## src/design/ipv4hc_pkg.sv

```systemverilog
// Shared types and constants for the IPv4 header receive checker.
// Used by the header parser, the output buffer, the top level and the checker.
package ipv4hc_pkg;

	typedef enum logic [3:0] {
		VERDICT_ICMP        = 4'd0,
		VERDICT_UDP_UNREACH = 4'd1,
		VERDICT_TCP         = 4'd2,
		VERDICT_OTHER       = 4'd3,
		VERDICT_FRAGMENT    = 4'd4,
		VERDICT_BAD_VERSION = 4'd5,
		VERDICT_BAD_SIZE    = 4'd6,
		VERDICT_BAD_CSUM    = 4'd7,
		VERDICT_NOT_OURS    = 4'd8
	} verdict_t;

	// configuration register indexes
	localparam logic REG_LOCAL_ADDRESS = 1'b0;
	localparam logic REG_SUBNET_MASK   = 1'b1;

	localparam logic [3:0]  IP_VERSION       = 4'd4;
	localparam logic [3:0]  MIN_IHL_WORDS    = 4'd5;
	localparam logic [15:0] MIN_HEADER_BYTES = 16'd20;
	localparam logic [15:0] CSUM_GOOD        = 16'hFFFF;

	localparam logic [7:0] PROTO_ICMP = 8'd1;
	localparam logic [7:0] PROTO_TCP  = 8'd6;
	localparam logic [7:0] PROTO_UDP  = 8'd17;

	typedef struct packed {
		verdict_t     verdict;
		logic [7:0]   protocol_number;
		logic [31:0]  source_address;
		logic [15:0]  total_length;
		logic [5:0]   header_bytes;
		logic [15:0]  identification;
		logic [15:0]  fragment_offset_bytes;
		logic         more_fragments;
	} result_t;

endpackage

```

## src/design/ipv4_header_receive_checker_top.sv

```systemverilog
// IPv4 header receive checker, top level.
// Instantiates ipv4hc_parse and ipv4hc_outbuf; uses ipv4hc_pkg.
//
// Takes one 32-bit header word per clock while in_ready is high, and gives at
// most one verdict per header. A word is processed in the cycle it is accepted;
// its verdict, if it decides one, sits in the output register from the next
// cycle, or in the skid entry behind a result that downstream is still holding
// off. The single-pass parser sits between the input port and the two-entry
// output buffer; input ready drops only when both buffer entries hold results
// that downstream has not taken.
module ipv4_header_receive_checker_top (
	input  logic        clk,
	input  logic        arst_n,
	input  logic        cfg_write,
	input  logic        cfg_index,
	input  logic [31:0] cfg_data,
	input  logic        in_valid,
	output logic        in_ready,
	input  logic [31:0] header_word,
	input  logic        first_word,
	input  logic [15:0] frame_length,
	output logic        out_valid,
	input  logic        out_ready,
	output logic [3:0]  verdict,
	output logic [7:0]  protocol_number,
	output logic [31:0] source_address,
	output logic [15:0] total_length,
	output logic [5:0]  header_bytes,
	output logic [15:0] identification,
	output logic [15:0] fragment_offset_bytes,
	output logic        more_fragments
);

	logic [31:0]         local_address_q;
	logic [31:0]         subnet_mask_q;
	logic                word_fire;
	logic                res_push;
	logic                space;
	ipv4hc_pkg::result_t res;
	ipv4hc_pkg::result_t out_data;

	always_ff @(posedge clk or negedge arst_n) begin
		if (!arst_n) begin
			local_address_q <= 32'd0;
			subnet_mask_q   <= 32'd0;
		end else if (cfg_write) begin
			unique case (cfg_index)
				ipv4hc_pkg::REG_LOCAL_ADDRESS: local_address_q <= cfg_data;
				ipv4hc_pkg::REG_SUBNET_MASK:   subnet_mask_q   <= cfg_data;
			endcase
		end
	end

	assign in_ready  = space;
	assign word_fire = in_valid && in_ready;

	ipv4hc_parse u_parse (
		.clk           (clk),
		.arst_n        (arst_n),
		.word_fire     (word_fire),
		.header_word   (header_word),
		.first_word    (first_word),
		.frame_length  (frame_length),
		.local_address (local_address_q),
		.subnet_mask   (subnet_mask_q),
		.res_push      (res_push),
		.res           (res)
	);

	ipv4hc_outbuf u_outbuf (
		.clk       (clk),
		.arst_n    (arst_n),
		.push      (res_push),
		.push_data (res),
		.space     (space),
		.out_valid (out_valid),
		.out_ready (out_ready),
		.out_data  (out_data)
	);

	assign verdict               = out_data.verdict;
	assign protocol_number       = out_data.protocol_number;
	assign source_address        = out_data.source_address;
	assign total_length          = out_data.total_length;
	assign header_bytes          = out_data.header_bytes;
	assign identification        = out_data.identification;
	assign fragment_offset_bytes = out_data.fragment_offset_bytes;
	assign more_fragments        = out_data.more_fragments;

endmodule

```

## src/design/ipv4hc_parse.sv

```systemverilog
// Header parser: captures fields word by word, keeps the ones'-complement sum
// and decides the verdict. Depends on ipv4hc_pkg.
module ipv4hc_parse (
	input  logic                clk,
	input  logic                arst_n,
	input  logic                word_fire,
	input  logic [31:0]         header_word,
	input  logic                first_word,
	input  logic [15:0]         frame_length,
	input  logic [31:0]         local_address,
	input  logic [31:0]         subnet_mask,
	output logic                res_push,
	output ipv4hc_pkg::result_t res
);

	logic        active_q;
	logic [3:0]  word_index_q;
	logic [3:0]  hwc_q;
	logic [15:0] csum_q;
	logic [15:0] total_len_q;
	logic [15:0] ident_q;
	logic [15:0] frag_q;
	logic [7:0]  proto_q;
	logic        csum_present_q;
	logic [31:0] source_q;
	logic [31:0] dest_q;
	logic [15:0] frame_len_q;

	logic        take;
	logic [3:0]  idx;
	logic [15:0] flen;
	logic [15:0] csum_n;
	logic [3:0]  hwc_n;
	logic [15:0] total_len_n;
	logic [15:0] ident_n;
	logic [15:0] frag_n;
	logic [7:0]  proto_n;
	logic        csum_present_n;
	logic [31:0] source_n;
	logic [31:0] dest_n;
	logic        early_fail;
	logic        last_word;
	logic        dest_ok;
	ipv4hc_pkg::verdict_t verdict_n;

	// end-around-carry add of one halfword
	function automatic logic [15:0] csum_add(input logic [15:0] a, input logic [15:0] b);
		logic [16:0] s;
		begin
			s = {1'b0, a} + {1'b0, b};
			csum_add = s[15:0] + {15'd0, s[16]};
		end
	endfunction

	always_comb begin
		logic [15:0] csum_base;
		logic [15:0] csum_mid;
		logic [31:0] host_bits;
		take       = first_word || active_q;
		idx        = first_word ? 4'd0 : word_index_q;
		flen       = first_word ? frame_length : frame_len_q;
		csum_base  = first_word ? 16'd0 : csum_q;
		csum_mid   = csum_add(csum_base, header_word[31:16]);
		csum_n     = csum_add(csum_mid, header_word[15:0]);

		hwc_n          = first_word ? 4'd0 : hwc_q;
		total_len_n    = first_word ? 16'd0 : total_len_q;
		ident_n        = first_word ? 16'd0 : ident_q;
		frag_n         = first_word ? 16'd0 : frag_q;
		proto_n        = first_word ? 8'd0 : proto_q;
		csum_present_n = first_word ? 1'b0 : csum_present_q;
		source_n       = first_word ? 32'd0 : source_q;
		dest_n         = first_word ? 32'd0 : dest_q;

		unique case (idx)
			4'd0: begin
				hwc_n       = header_word[27:24];
				total_len_n = header_word[15:0];
			end
			4'd1: begin
				ident_n = header_word[31:16];
				frag_n  = header_word[15:0];
			end
			4'd2: begin
				proto_n        = header_word[23:16];
				csum_present_n = header_word[15:0] != 16'd0;
			end
			4'd3: source_n = header_word;
			4'd4: dest_n   = header_word;
			default: ;
		endcase

		host_bits = ~subnet_mask;
		dest_ok   = (dest_n == 32'hFFFF_FFFF)
			|| (((dest_n & host_bits) == host_bits)
				&& ((dest_n & subnet_mask) == (local_address & subnet_mask)))
			|| (dest_n == local_address);

		early_fail = 1'b0;
		last_word  = ({1'b0, idx} + 5'd1) >= {1'b0, hwc_n};
		verdict_n  = ipv4hc_pkg::VERDICT_OTHER;
		priority if (idx == 4'd0 && header_word[31:28] != ipv4hc_pkg::IP_VERSION) begin
			early_fail = 1'b1;
			verdict_n  = ipv4hc_pkg::VERDICT_BAD_VERSION;
		end else if (idx == 4'd0 && (hwc_n < ipv4hc_pkg::MIN_IHL_WORDS
				|| total_len_n < ipv4hc_pkg::MIN_HEADER_BYTES
				|| flen < total_len_n)) begin
			early_fail = 1'b1;
			verdict_n  = ipv4hc_pkg::VERDICT_BAD_SIZE;
		end else if (csum_present_n && csum_n != ipv4hc_pkg::CSUM_GOOD) begin
			verdict_n = ipv4hc_pkg::VERDICT_BAD_CSUM;
		end else if (!dest_ok) begin
			verdict_n = ipv4hc_pkg::VERDICT_NOT_OURS;
		end else if (frag_n[13:0] != 14'd0) begin
			verdict_n = ipv4hc_pkg::VERDICT_FRAGMENT;
		end else if (proto_n == ipv4hc_pkg::PROTO_ICMP) begin
			verdict_n = ipv4hc_pkg::VERDICT_ICMP;
		end else if (proto_n == ipv4hc_pkg::PROTO_UDP) begin
			verdict_n = ipv4hc_pkg::VERDICT_UDP_UNREACH;
		end else if (proto_n == ipv4hc_pkg::PROTO_TCP) begin
			verdict_n = ipv4hc_pkg::VERDICT_TCP;
		end else begin
			verdict_n = ipv4hc_pkg::VERDICT_OTHER;
		end
	end

	assign res_push = word_fire && take && (early_fail || last_word);

	always_comb begin
		res.verdict               = verdict_n;
		res.protocol_number       = proto_n;
		res.source_address        = source_n;
		res.total_length          = total_len_n;
		res.header_bytes          = {hwc_n, 2'b00};
		res.identification        = ident_n;
		res.fragment_offset_bytes = {frag_n[12:0], 3'b000};
		res.more_fragments        = frag_n[13];
	end

	always_ff @(posedge clk or negedge arst_n) begin
		if (!arst_n) begin
			active_q     <= 1'b0;
			word_index_q <= 4'd0;
		end else if (word_fire && take) begin
			// drop the header once its verdict is out
			active_q     <= !(early_fail || last_word);
			word_index_q <= idx + 4'd1;
		end
	end

	always_ff @(posedge clk) begin
		if (word_fire && take) begin
			hwc_q          <= hwc_n;
			csum_q         <= csum_n;
			total_len_q    <= total_len_n;
			ident_q        <= ident_n;
			frag_q         <= frag_n;
			proto_q        <= proto_n;
			csum_present_q <= csum_present_n;
			source_q       <= source_n;
			dest_q         <= dest_n;
			frame_len_q    <= flen;
		end
	end

endmodule

```

## src/design/ipv4hc_outbuf.sv

```systemverilog
// Two-entry result buffer: output register plus skid register, so the input
// side keeps moving while a result waits. Depends on ipv4hc_pkg.
module ipv4hc_outbuf (
	input  logic                clk,
	input  logic                arst_n,
	input  logic                push,
	input  ipv4hc_pkg::result_t push_data,
	output logic                space,
	output logic                out_valid,
	input  logic                out_ready,
	output ipv4hc_pkg::result_t out_data
);

	logic                out_valid_q;
	logic                skid_valid_q;
	ipv4hc_pkg::result_t out_q;
	ipv4hc_pkg::result_t skid_q;

	assign space     = !skid_valid_q;
	assign out_valid = out_valid_q;
	assign out_data  = out_q;

	always_ff @(posedge clk or negedge arst_n) begin
		if (!arst_n) begin
			out_valid_q  <= 1'b0;
			skid_valid_q <= 1'b0;
		end else if (!out_valid_q || out_ready) begin
			if (skid_valid_q) begin
				out_valid_q  <= 1'b1;
				skid_valid_q <= 1'b0;
			end else begin
				out_valid_q <= push;
			end
		end else if (push) begin
			skid_valid_q <= 1'b1;
		end
	end

	always_ff @(posedge clk) begin
		if (!out_valid_q || out_ready) begin
			if (skid_valid_q) begin
				out_q <= skid_q;
			end else if (push) begin
				out_q <= push_data;
			end
		end else if (push) begin
			// hold the word until the output register frees
			skid_q <= push_data;
		end
	end

endmodule

```

## config.mk

```make
export PLATFORM = sky130hd
export DESIGN_NAME = ipv4_header_receive_checker_top
export DESIGN_NICKNAME = d
export VERILOG_FILES = /design/src/design/ipv4hc_pkg.sv /design/src/design/ipv4_header_receive_checker_top.sv /design/src/design/ipv4hc_parse.sv /design/src/design/ipv4hc_outbuf.sv
export SDC_FILE = /design/constraint.sdc
export NUM_CORES = 1
export LEC_CHECK = 0
export BUFFER_PORTS_ARGS = -buffer_cell sky130_fd_sc_hd__buf_2
export CORE_MARGIN = 4
export CORE_UTILIZATION = 35
export DETAILED_ROUTE_END_ITERATION = 8
export GPL_TIMING_DRIVEN = 0
export PLACE_DENSITY = 0.61
export SLEW_MARGIN = 20
export SYNTH_ARGS = -nofsm -noshare
export SYNTH_HDL_FRONTEND = slang
export SYNTH_SLANG_ARGS = --single-unit
```

## constraint.sdc

```tcl
create_clock -name clk -period 13.6 [get_ports clk]
set_clock_uncertainty 0.15 [all_clocks]
set_input_delay 0.68 -clock clk [delete_from_list [all_inputs] [get_ports clk]]
set_output_delay 0.68 -clock clk [all_outputs]
set_load 0.02 [all_outputs]
```

==> results of run 1 <==
==> cell families (layout without fill, tap and decap cells) <==
| family | after synthesis | in the layout | share of synthesized area, % |
|---|---|---|---|
| other | 1 | 5 | 0.01837 |
| XOR/XNOR | 82 | 82 | 3.585 |
| buffers and inverters | 139 | 419 | 2.727 |
| AO/OA/AOI/OAI | 232 | 232 | 8.120 |
| adder cells (fa/ha/maj) | 65 | 65 | 4.057 |
| multiplexers | 205 | 205 | 11.11 |
| flip-flops | 414 | 414 | 59.15 |
| AND/OR/NAND/NOR | 430 | 430 | 11.23 |
==> final cells by class <==
| class | instances | area share (%) |
|---|---|---|
| Buffer | 66 | 1.172 |
| Clock buffer | 61 | 5.218 |
| Multi-Input combinational cell | 1019 | 32.43 |
| Timing Repair Buffer | 194 | 4.969 |
| Clock inverter | 25 | 1.011 |
| Inverter | 73 | 1.167 |
| Tap cell | 765 | 3.968 |
| Sequential cell | 414 | 50.06 |
==> per-stage QoR <==
step	cell area [um^2]	TNS, ns	util, %
2_1_floorplan	20430	0	-
3_5_place_dp	22610	0	39.19
5_1_grt	24120	0	41.81
6_report	24120	0	41.81
4_1_cts	24120	0	41.81
3_3_place_gp	22300	-618.02	38.65
==> flip-flops by register name (all words and copies together), names as in the netlist, 4 cells and up <==
| name | flops |
|---|---|
| u_parse.hwc_q | 4 |
| u_parse.dest_q | 32 |
| u_outbuf.skid_q | 94 |
| u_outbuf.out_data | 94 |
| u_parse.ident_q | 16 |
| u_parse.total_len_q | 16 |
| u_parse.source_q | 32 |
| u_parse.proto_q | 8 |
| u_parse.csum_q | 16 |
| u_parse.word_index_q | 4 |
| u_parse.frame_len_q | 16 |
| subnet_mask_q | 32 |
| u_parse.frag_q | 14 |
| local_address_q | 32 |
==> how the worst max path moves through the flow <==
stage,end
final,u_outbuf.out_data[97]$_DFFE_PP_
after global routing,u_outbuf.out_data[97]$_DFFE_PP_
after CTS,u_outbuf.out_data[97]$_DFFE_PP_
after detailed placement,u_outbuf.out_data[97]$_DFFE_PP_
after global placement,u_outbuf.out_data[45]$_DFFE_PP_
after floorplan,u_outbuf.out_data[0]$_DFFE_PP_
==> report_power, final <==
group          internal [mW]  switching [mW]  total [mW]
clock                  0.714           0.516        1.23
combinational          0.748            1.25        2.00
sequential              1.86           0.106        1.96
==> placed cells by master (no fill, tap or decap), types with 17 or more instances in the layout <==
cell	netlist	layout
dfrtp_1	71	71
nand3_1	74	74
and3_1	22	22
nand4_1	23	23
mux2_2	172	172
a21oi_1	35	35
ha_1	63	63
clkbuf_1	43	54
nor2_1	36	35
inv_1	72	71
xor2_1	27	27
edfxtp_1	343	343
a22o_1	17	17
xnor2_1	54	54
nor3_1	18	18
nor2b_1	21	21
buf_2	4	185
nand2b_1	72	72
clkbuf_16	0	47
o22ai_1	18	18
o21ai_0	46	46
a21o_1	22	22
mux2i_1	33	33
nand2_1	105	105
nor4_1	18	18
==> per-layer routing <==
layer	up-vias	routed length, um	global-route usage, %
li1	6378	-	-
met4	2	1246	4.527
met5	-	63	0.7722
met3	72	4211	3.679
met2	522	25990	28.17
met1	6886	24510	24.14
==> results_dict.tcl, run 1 <==
set metrics [dict create \
    worstMarginPinSlew_ns 0.7763 \
    ys_types 83 \
    track_usage_pct 17.48 \
    ys_seq_area_share_pct 59.15 \
    cp.required_ns 13.73 \
    grt_overflow 0 \
    grt_max_degree 106 \
    cts_resized 0 \
    gp_congestion 0.8658 \
    slew_headroom_pct 46.77 \
    layout_setup_ws_ns 1.847 \
    finalHoldViolations 0 \
    drtAntennaViolNets 0 \
    die_h_um 249.5 \
    grt_pass1_wl_um 84810 \
    yosysTopAreaCellShare_pct 50.45 \
    drc 0 \
    row_count 88 \
    drive_gt1_share_pct 25.43 \
    postCtsHoldBufs 1 \
    ff_latch_area_um2 12080 \
    initial_core_util_pct 35.39 \
    cts_root_buf "clkbuf_16" \
    cts_tree "built" \
    cellPowerDensity_nw_per_um2 215.4 \
    ir_worst_vdd_uv 106.4 \
    synth_edf_count 343 \
    syn2layout_area_growth_pct 18.16 \
    worstHoldStart "cfg_data[19]" \
    path_delay_family "compound AO/OA/AOI/OAI gates" \
    hold_path.class "input port to flop" \
    critPathLaunch "first_word" \
    wl_um 56020 \
    clock_sinks 414 \
    first_pass_iters 5 \
    htreeDepth 2 \
    dieArea_um2 62260 \
    design.core.area_um2 57700 \
    yosys.area.top_type "edfxtp_1" \
    worstSetupStartpointType "input port" \
    hpwl_um 41270 \
    num_antenna_cells 0 \
    r2r-end "u_outbuf.out_data[97]$_DFFE_PP_" \
    hold_path_depth 2 \
    setup_viol 0 \
    critical_path_cell_count 43 \
    r2r_slack_ns 4.21 \
    arrival_ns 11.88 \
    critPathSlowestCell "buf_1" \
    reg2reg_depth 38 \
    status "complete, no violations" \
    cp_slowest_stage_delay_ns 0.60 \
    yosysMostFrequentCell "edfxtp_1" \
    fin_nets 1966 \
    dp_slack_ns 1.401 \
    n_fill_cell 5386 \
    antenna_found_initial 2 \
    clk_latency_ns 0.58 \
    slew_viol_final 0 \
    critPathCaptureType "flop" \
    path_max_fanout 10 \
    power_leakage_nw 9.356 \
    critical_path_class "input port to flop" \
    drt_iter0_drc 1112 \
    ys.flop_type "edfxtp_1" \
    cts_setup_buffers 0 \
    critPathBufInv 7 \
    whs_endpoint "subnet_mask_q[19]$_DFFE_PN0P_" \
    avgSynthCellArea_um2 13.02 \
    async_flop_share_pct 17.15 \
    die_w_um 249.5 \
    power_mw 5.196 \
    grt_pass1_vias 13890 \
    synth.area.top_cells "edfxtp_1 50%, mux2_2 9.5%, dfrtp_1 8.7%" \
    synth_warnings 0 \
    holdWs_ns 0.2003 \
    multi_input_area_um2 7824 \
    numCtsBuffers 46 \
    maxCapViolations 0 \
    timing.rr.start "u_parse.csum_q[0]$_DFFE_PP_" \
    period_share_pct 86.42 \
    clkTransAtPathRegs_ns 0.06 \
    period_minus_slack_ns 11.75 \
    rsz0062_at_grt "no" \
    netlist_instances 1568 \
    netlist_area_um2 20420 \
    vias 13860 \
    vias_per_cell 5.296 \
    fmax_mhz 85.08 \
    ys_ff_latch 414 \
    synth_common_cells "343 x edfxtp_1, 172 x mux2_2, 105 x nand2_1" \
    fin_cells 2617 \
    wl_per_cell_um 21.41 \
    dp_cells 2530 \
    io_pins 188 \
    numPortBuffers 182 \
    clk_path_buf_depth 3 \
]
(Power assumes the default switching activity.)
==> run 2: changes to the inputs <==
--- a/config.mk
+++ b/config.mk
@@ -10,7 +10,7 @@
 export CORE_UTILIZATION = 35
 export DETAILED_ROUTE_END_ITERATION = 8
 export GPL_TIMING_DRIVEN = 0
-export PLACE_DENSITY = 0.61
+export PLACE_DENSITY = 0.63
 export SLEW_MARGIN = 20
 export SYNTH_ARGS = -nofsm -noshare
 export SYNTH_HDL_FRONTEND = slang
==> constraint.sdc (replaced) <==
create_clock -name clk -period 10.62 [get_ports clk]
set_clock_uncertainty 0.15 [all_clocks]
set_input_delay 0.531 -clock clk [delete_from_list [all_inputs] [get_ports clk]]
set_output_delay 0.531 -clock clk [all_outputs]
set_load 0.02 [all_outputs]
==> results_dict.tcl, run 2 (synthesis gave the netlist of run 1 again) <==
set metrics [dict create \
    gp_congestion 0.9076 \
    htreeDepth 2 \
    clk_path_buf_depth 3 \
    dp_cells 2529 \
    grt_pass1_wl_um 83580 \
    die_w_um 249.5 \
    wl_per_cell_um 21.33 \
    r2r_slack_ns 1.74 \
    final_cell_area_um2 24130 \
    antenna_found_initial 1 \
    comb_power_share_pct 38.2 \
    finalHoldViolations 0 \
    wl_um 55690 \
    dp_slack_ns -1.129 \
    power_mw 6.675 \
    maxCapViolations 0 \
    period_share_pct 93.72 \
    critPathCaptureType "flop" \
    clk_latency_ns 0.60 \
    vias 13780 \
    layout_setup_ws_ns 0.6668 \
    hpwl_um 41000 \
    io_pins 188 \
    slew_headroom_pct 21.27 \
    design.core.area_um2 57700 \
    fmax_mhz 100.5 \
    rsz0062_at_grt "no" \
    holdWs_ns 0.03401 \
    period_minus_slack_ns 9.953 \
    syn2layout_area_growth_pct 18.19 \
    ir_worst_vdd_uv 144.9 \
    drtAntennaViolNets 0 \
    first_pass_iters 6 \
    fin_nets 1964 \
    fin_cells 2611 \
    numCtsBuffers 45 \
    p_int_mw 4.280 \
    timing.rr.start "u_parse.csum_q[0]$_DFFE_PP_" \
    grt_pass1_vias 13650 \
    row_count 88 \
    r2r-end "u_outbuf.out_data[98]$_DFFE_PP_" \
    hold_path_depth 2 \
    cellPowerDensity_nw_per_um2 276.6 \
    placedInstanceArea_um2 22580 \
    arrival_ns 10.14 \
    cp_slowest_stage_delay_ns 0.48 \
    cp.required_ns 10.81 \
    grt_overflow 0 \
    dieArea_um2 62260 \
    die_h_um 249.5 \
    num_antenna_cells 0 \
    clkTransAtPathRegs_ns 0.06 \
    pwr-share-clk_pct 24.1 \
    track_usage_pct 17.28 \
    worstHoldStart "cfg_data[27]" \
    critPathLaunch "first_word" \
    critPathSlowestCell "inv_1" \
    cts_tree "built" \
    grt_max_degree 103 \
    critical_path_class "input port to flop" \
    layout_common_cells "343 x edfxtp_1, 186 x buf_2, 172 x mux2_2" \
    hold_path.class "input port to flop" \
    pwr-share-seq_pct 37.7 \
    final_common_cell "edfxtp_1" \
    drive_gt1_share_pct 25.30 \
    drt_iter0_drc 1199 \
    slew_viol_final 0 \
    vias_per_cell 5.277 \
    reg2reg_depth 38 \
    power_leakage_nw 9.350 \
    cts_root_buf "clkbuf_16" \
    setup_viol 0 \
    initial_core_util_pct 35.39 \
    setup_tns_ns 0 \
    switching_power_mw 2.395 \
    worstMarginPinSlew_ns 1.166 \
    worstSetupStartpointType "input port" \
    switching_share_pct 35.88 \
    final_util_pct 41.82 \
    path_max_fanout 19 \
    whs_endpoint "local_address_q[27]$_DFFE_PN0P_" \
    numPortBuffers 182 \
    drc 0 \
    status "complete, no violations" \
    clock_sinks 414 \
]
-- run 2: worst max path at each step --
| stage | endpoint | slack [ns] | cells past startpoint |
|---|---|---|---|
| after detailed placement | u_outbuf.out_data[95]$_DFFE_PP_ | -1.13 | 43 |
| after global routing | u_outbuf.out_data[96]$_DFFE_PP_ | 0.09 | 43 |
| after global placement | u_outbuf.out_data[65]$_DFFE_PP_ | -4.51 | 23 |
| after CTS | u_outbuf.out_data[95]$_DFFE_PP_ | 0.26 | 42 |
| after floorplan | u_outbuf.out_data[0]$_DFFE_PP_ | 0.41 | 22 |
| final | u_outbuf.out_data[98]$_DFFE_PP_ | 0.67 | 41 |
-- run 2: area by class of cell --
cell class                      instances  area [um^2]
Buffer                                 64        281.5
Clock buffer                           56         1199
Timing Repair Buffer                  195         1194
Multi-Input combinational cell       1019         7820
Sequential cell                       414        12080
Tap cell                              765        957.2
Fill cell                            5377        33570
Inverter                               73        281.5
Clock inverter                         25        320.3
-- run 2: timing repair --
action	in CTS	in global routing
setup buffers	0	2
pin swaps	0	2
endpoints found under the hold margin	26	0
hold buffers	1	0
gates resized for setup	2	4
gates cloned	0	0
endpoints found under the setup margin	8	8
-- run 2: worst max-delay path, delay by kind of cell --
family / cells / cell delay (ns)
simple gates: 12 / 2.69
compound gates: 18 / 3.56
xor+xnor: 1 / 0.20
fa+ha+maj: 4 / 1.31
buf+inv: 6 / 1.80
-- run 2: routing by layer --
metal	wire length [um]	vias up	global-route usage, %
met5	0	-	0
met4	1475	0	4.814
met3	3992	96	3.512
met2	25730	487	27.71
met1	24490	6828	24.00
li1	-	6368	-
-- run 2: power groups by stage --
stage | combinational (mW) | clock (mW) | sequential (mW)
3_3_place_gp | 2.41 | 0 | 2.62
2_1_floorplan | 1.58 | 0 | 2.74
6_report | 2.55 | 1.61 | 2.52
4_1_cts | 2.55 | 1.64 | 2.52
5_1_grt | 2.78 | 1.71 | 2.55
3_5_place_dp | 2.53 | 0 | 2.55
==> run 3: changes to the inputs <==
--- a/config.mk
+++ b/config.mk
@@ -6,11 +6,13 @@
 export NUM_CORES = 1
 export LEC_CHECK = 0
 export BUFFER_PORTS_ARGS = -buffer_cell sky130_fd_sc_hd__buf_2
+export CORE_ASPECT_RATIO = 0.9
 export CORE_MARGIN = 4
 export CORE_UTILIZATION = 35
 export DETAILED_ROUTE_END_ITERATION = 8
 export GPL_TIMING_DRIVEN = 0
 export PLACE_DENSITY = 0.63
+export REMOVE_ABC_BUFFERS = 1
 export SLEW_MARGIN = 20
 export SYNTH_ARGS = -nofsm -noshare
 export SYNTH_HDL_FRONTEND = slang
==> results_dict.tcl, run 3 (synthesis gave the netlist of run 1 again) <==
set metrics [dict create \
    status "complete, no violations" \
    clock_sinks 414 \
    clk_path_buf_depth 3 \
    slew_headroom_pct 35.09 \
    final_util_pct 42.04 \
    final_common_cell "edfxtp_1" \
    track_usage_pct 16.80 \
    grt_pass1_vias 13520 \
    period_share_pct 89.83 \
    critPathSlowestCell "o211ai_1" \
    worstMarginPinSlew_ns 0.9736 \
    grt_pass1_wl_um 82050 \
    hold_path.class "input port to flop" \
    holdWs_ns 0.03786 \
    clk_latency_ns 0.60 \
    critPathBufInv 3 \
    cellPowerDensity_nw_per_um2 279.0 \
    wl_um 53960 \
    hpwl_um 37900 \
    switching_share_pct 35.85 \
    layout_common_cells "343 x edfxtp_1, 180 x buf_2, 172 x mux2_2" \
    finalHoldViolations 0 \
    cp.required_ns 10.77 \
    vias 13540 \
    io_pins 188 \
    path_max_fanout 56 \
    fin_nets 1910 \
    crit_top_cell "ha_1" \
    die_h_um 237.1 \
    period_minus_slack_ns 9.540 \
    pwr-share-clk_pct 24.7 \
    rsz0062_at_grt "no" \
    cp_slowest_stage_delay_ns 0.51 \
    grt_max_degree 92 \
    path_delay_family "compound AO/OA/AOI/OAI gates" \
    drive_gt1_share_pct 26.66 \
    critPathCaptureType "flop" \
    switching_power_mw 2.415 \
    syn2layout_area_growth_pct 18.25 \
    cts_tree "built" \
    numPortBuffers 182 \
    power_leakage_nw 9.354 \
    ir_worst_vdd_uv 132.0 \
    fmax_mhz 104.8 \
    setup_tns_ns 0 \
    drtAntennaViolNets 0 \
    power_mw 6.736 \
    die_w_um 262.6 \
    p_int_mw 4.321 \
    wl_per_cell_um 21.08 \
    slew_viol_final 0 \
    worstSetupStartpointType "input port" \
    numCtsBuffers 46 \
    vias_per_cell 5.288 \
    design.core.area_um2 57430 \
    comb_power_share_pct 38.0 \
    htreeDepth 2 \
    initial_core_util_pct 35.55 \
    drc 0 \
    critical_path_class "input port to flop" \
    grt_overflow 0 \
    setup_viol 0 \
    cts_root_buf "clkbuf_16" \
    maxCapViolations 0 \
    dieArea_um2 62260 \
    cts_resized 0 \
    antenna_found_initial 1 \
    arrival_ns 9.69 \
    pwr-share-seq_pct 37.3 \
    clkTransAtPathRegs_ns 0.06 \
    gp_congestion 0.9051 \
    drt_iter0_drc 1055 \
    row_count 83 \
    first_pass_iters 5 \
]
==> run 3: changes by cell type in the layout (fill, tap and decap cells not counted), sizes merged, moves of 2 or more <==
cell	previous run	this run
diode	0	2
inv	72	79
clkbuf	98	50
buf	216	203
clkinvlp	1	3
clkinv	19	17
==> run 3: repair_timing <==
item | CTS | global route
buffers inserted | 0 | 0
hold endpoints to repair | 44 | 0
hold buffers | 1 | 0
==> run 3: final timing paths <==
path / startpoint / endpoint / slack [ns] / cells past startpoint
hold / removal: cfg_data[5] / local_address_q[5]$_DFFE_PN0P_ / 0.04 / 2
max in group asynchronous: arst_n / subnet_mask_q[16]$_DFFE_PN0P_ / 9.42 / 3
min in group asynchronous: arst_n / local_address_q[26]$_DFFE_PN0P_ / 0.32 / 2
setup / recovery: first_word / u_outbuf.skid_q[95]$_DFFE_PP_ / 1.08 / 39
hold reg to reg: u_parse.active_q$_DFFE_PN0P_ / u_parse.active_q$_DFFE_PN0P_ / 0.34 / 1
setup reg to reg: u_parse.csum_q[0]$_DFFE_PP_ / u_outbuf.skid_q[95]$_DFFE_PP_ / 1.36 / 38
==> run 3: stage by stage <==
stage / instances / area, um^2 / setup slack (ns)
after floorplan: 1506 / 20150 / -2.027
after global placement: 2453 / 22020 / -11.60
after detailed placement: 2474 / 22560 / 0.6883
after CTS: 2558 / 24140 / 1.299
after global routing: 2559 / 24140 / 0.4999
final: 2560 / 24140 / 1.080
==> run 3: power groups by stage <==
stage	clock network (mW)	logic [mW]	registers [mW]
floorplan	0	1.57	2.76
global placement	0	2.43	2.65
global route	1.77	2.80	2.55
detailed placement	0	2.56	2.55
CTS	1.71	2.58	2.52
finish	1.66	2.56	2.51
==> run 3: area by class of cell <==
type	count	area (um^2)
well taps	765	957.2
flip-flops and latches	414	12080
clock buffers	50	1166
repair buffers	204	1399
clock inverters	33	402.9
diodes	2	5.005
multi-input cells	1019	7846
fillers	5312	33290
inverters	73	289.0
==> run 3: per-layer routing <==
layer | vias to the layer above | GRT usage [%] | part of all wire, %
met2 | 373 | 26.70 | 46
met1 | 6828 | 23.97 | 46
met5 | - | 0 | 0
met4 | 0 | 4.448 | 2.1
met3 | 71 | 2.930 | 5.6
li1 | 6266 | - | -
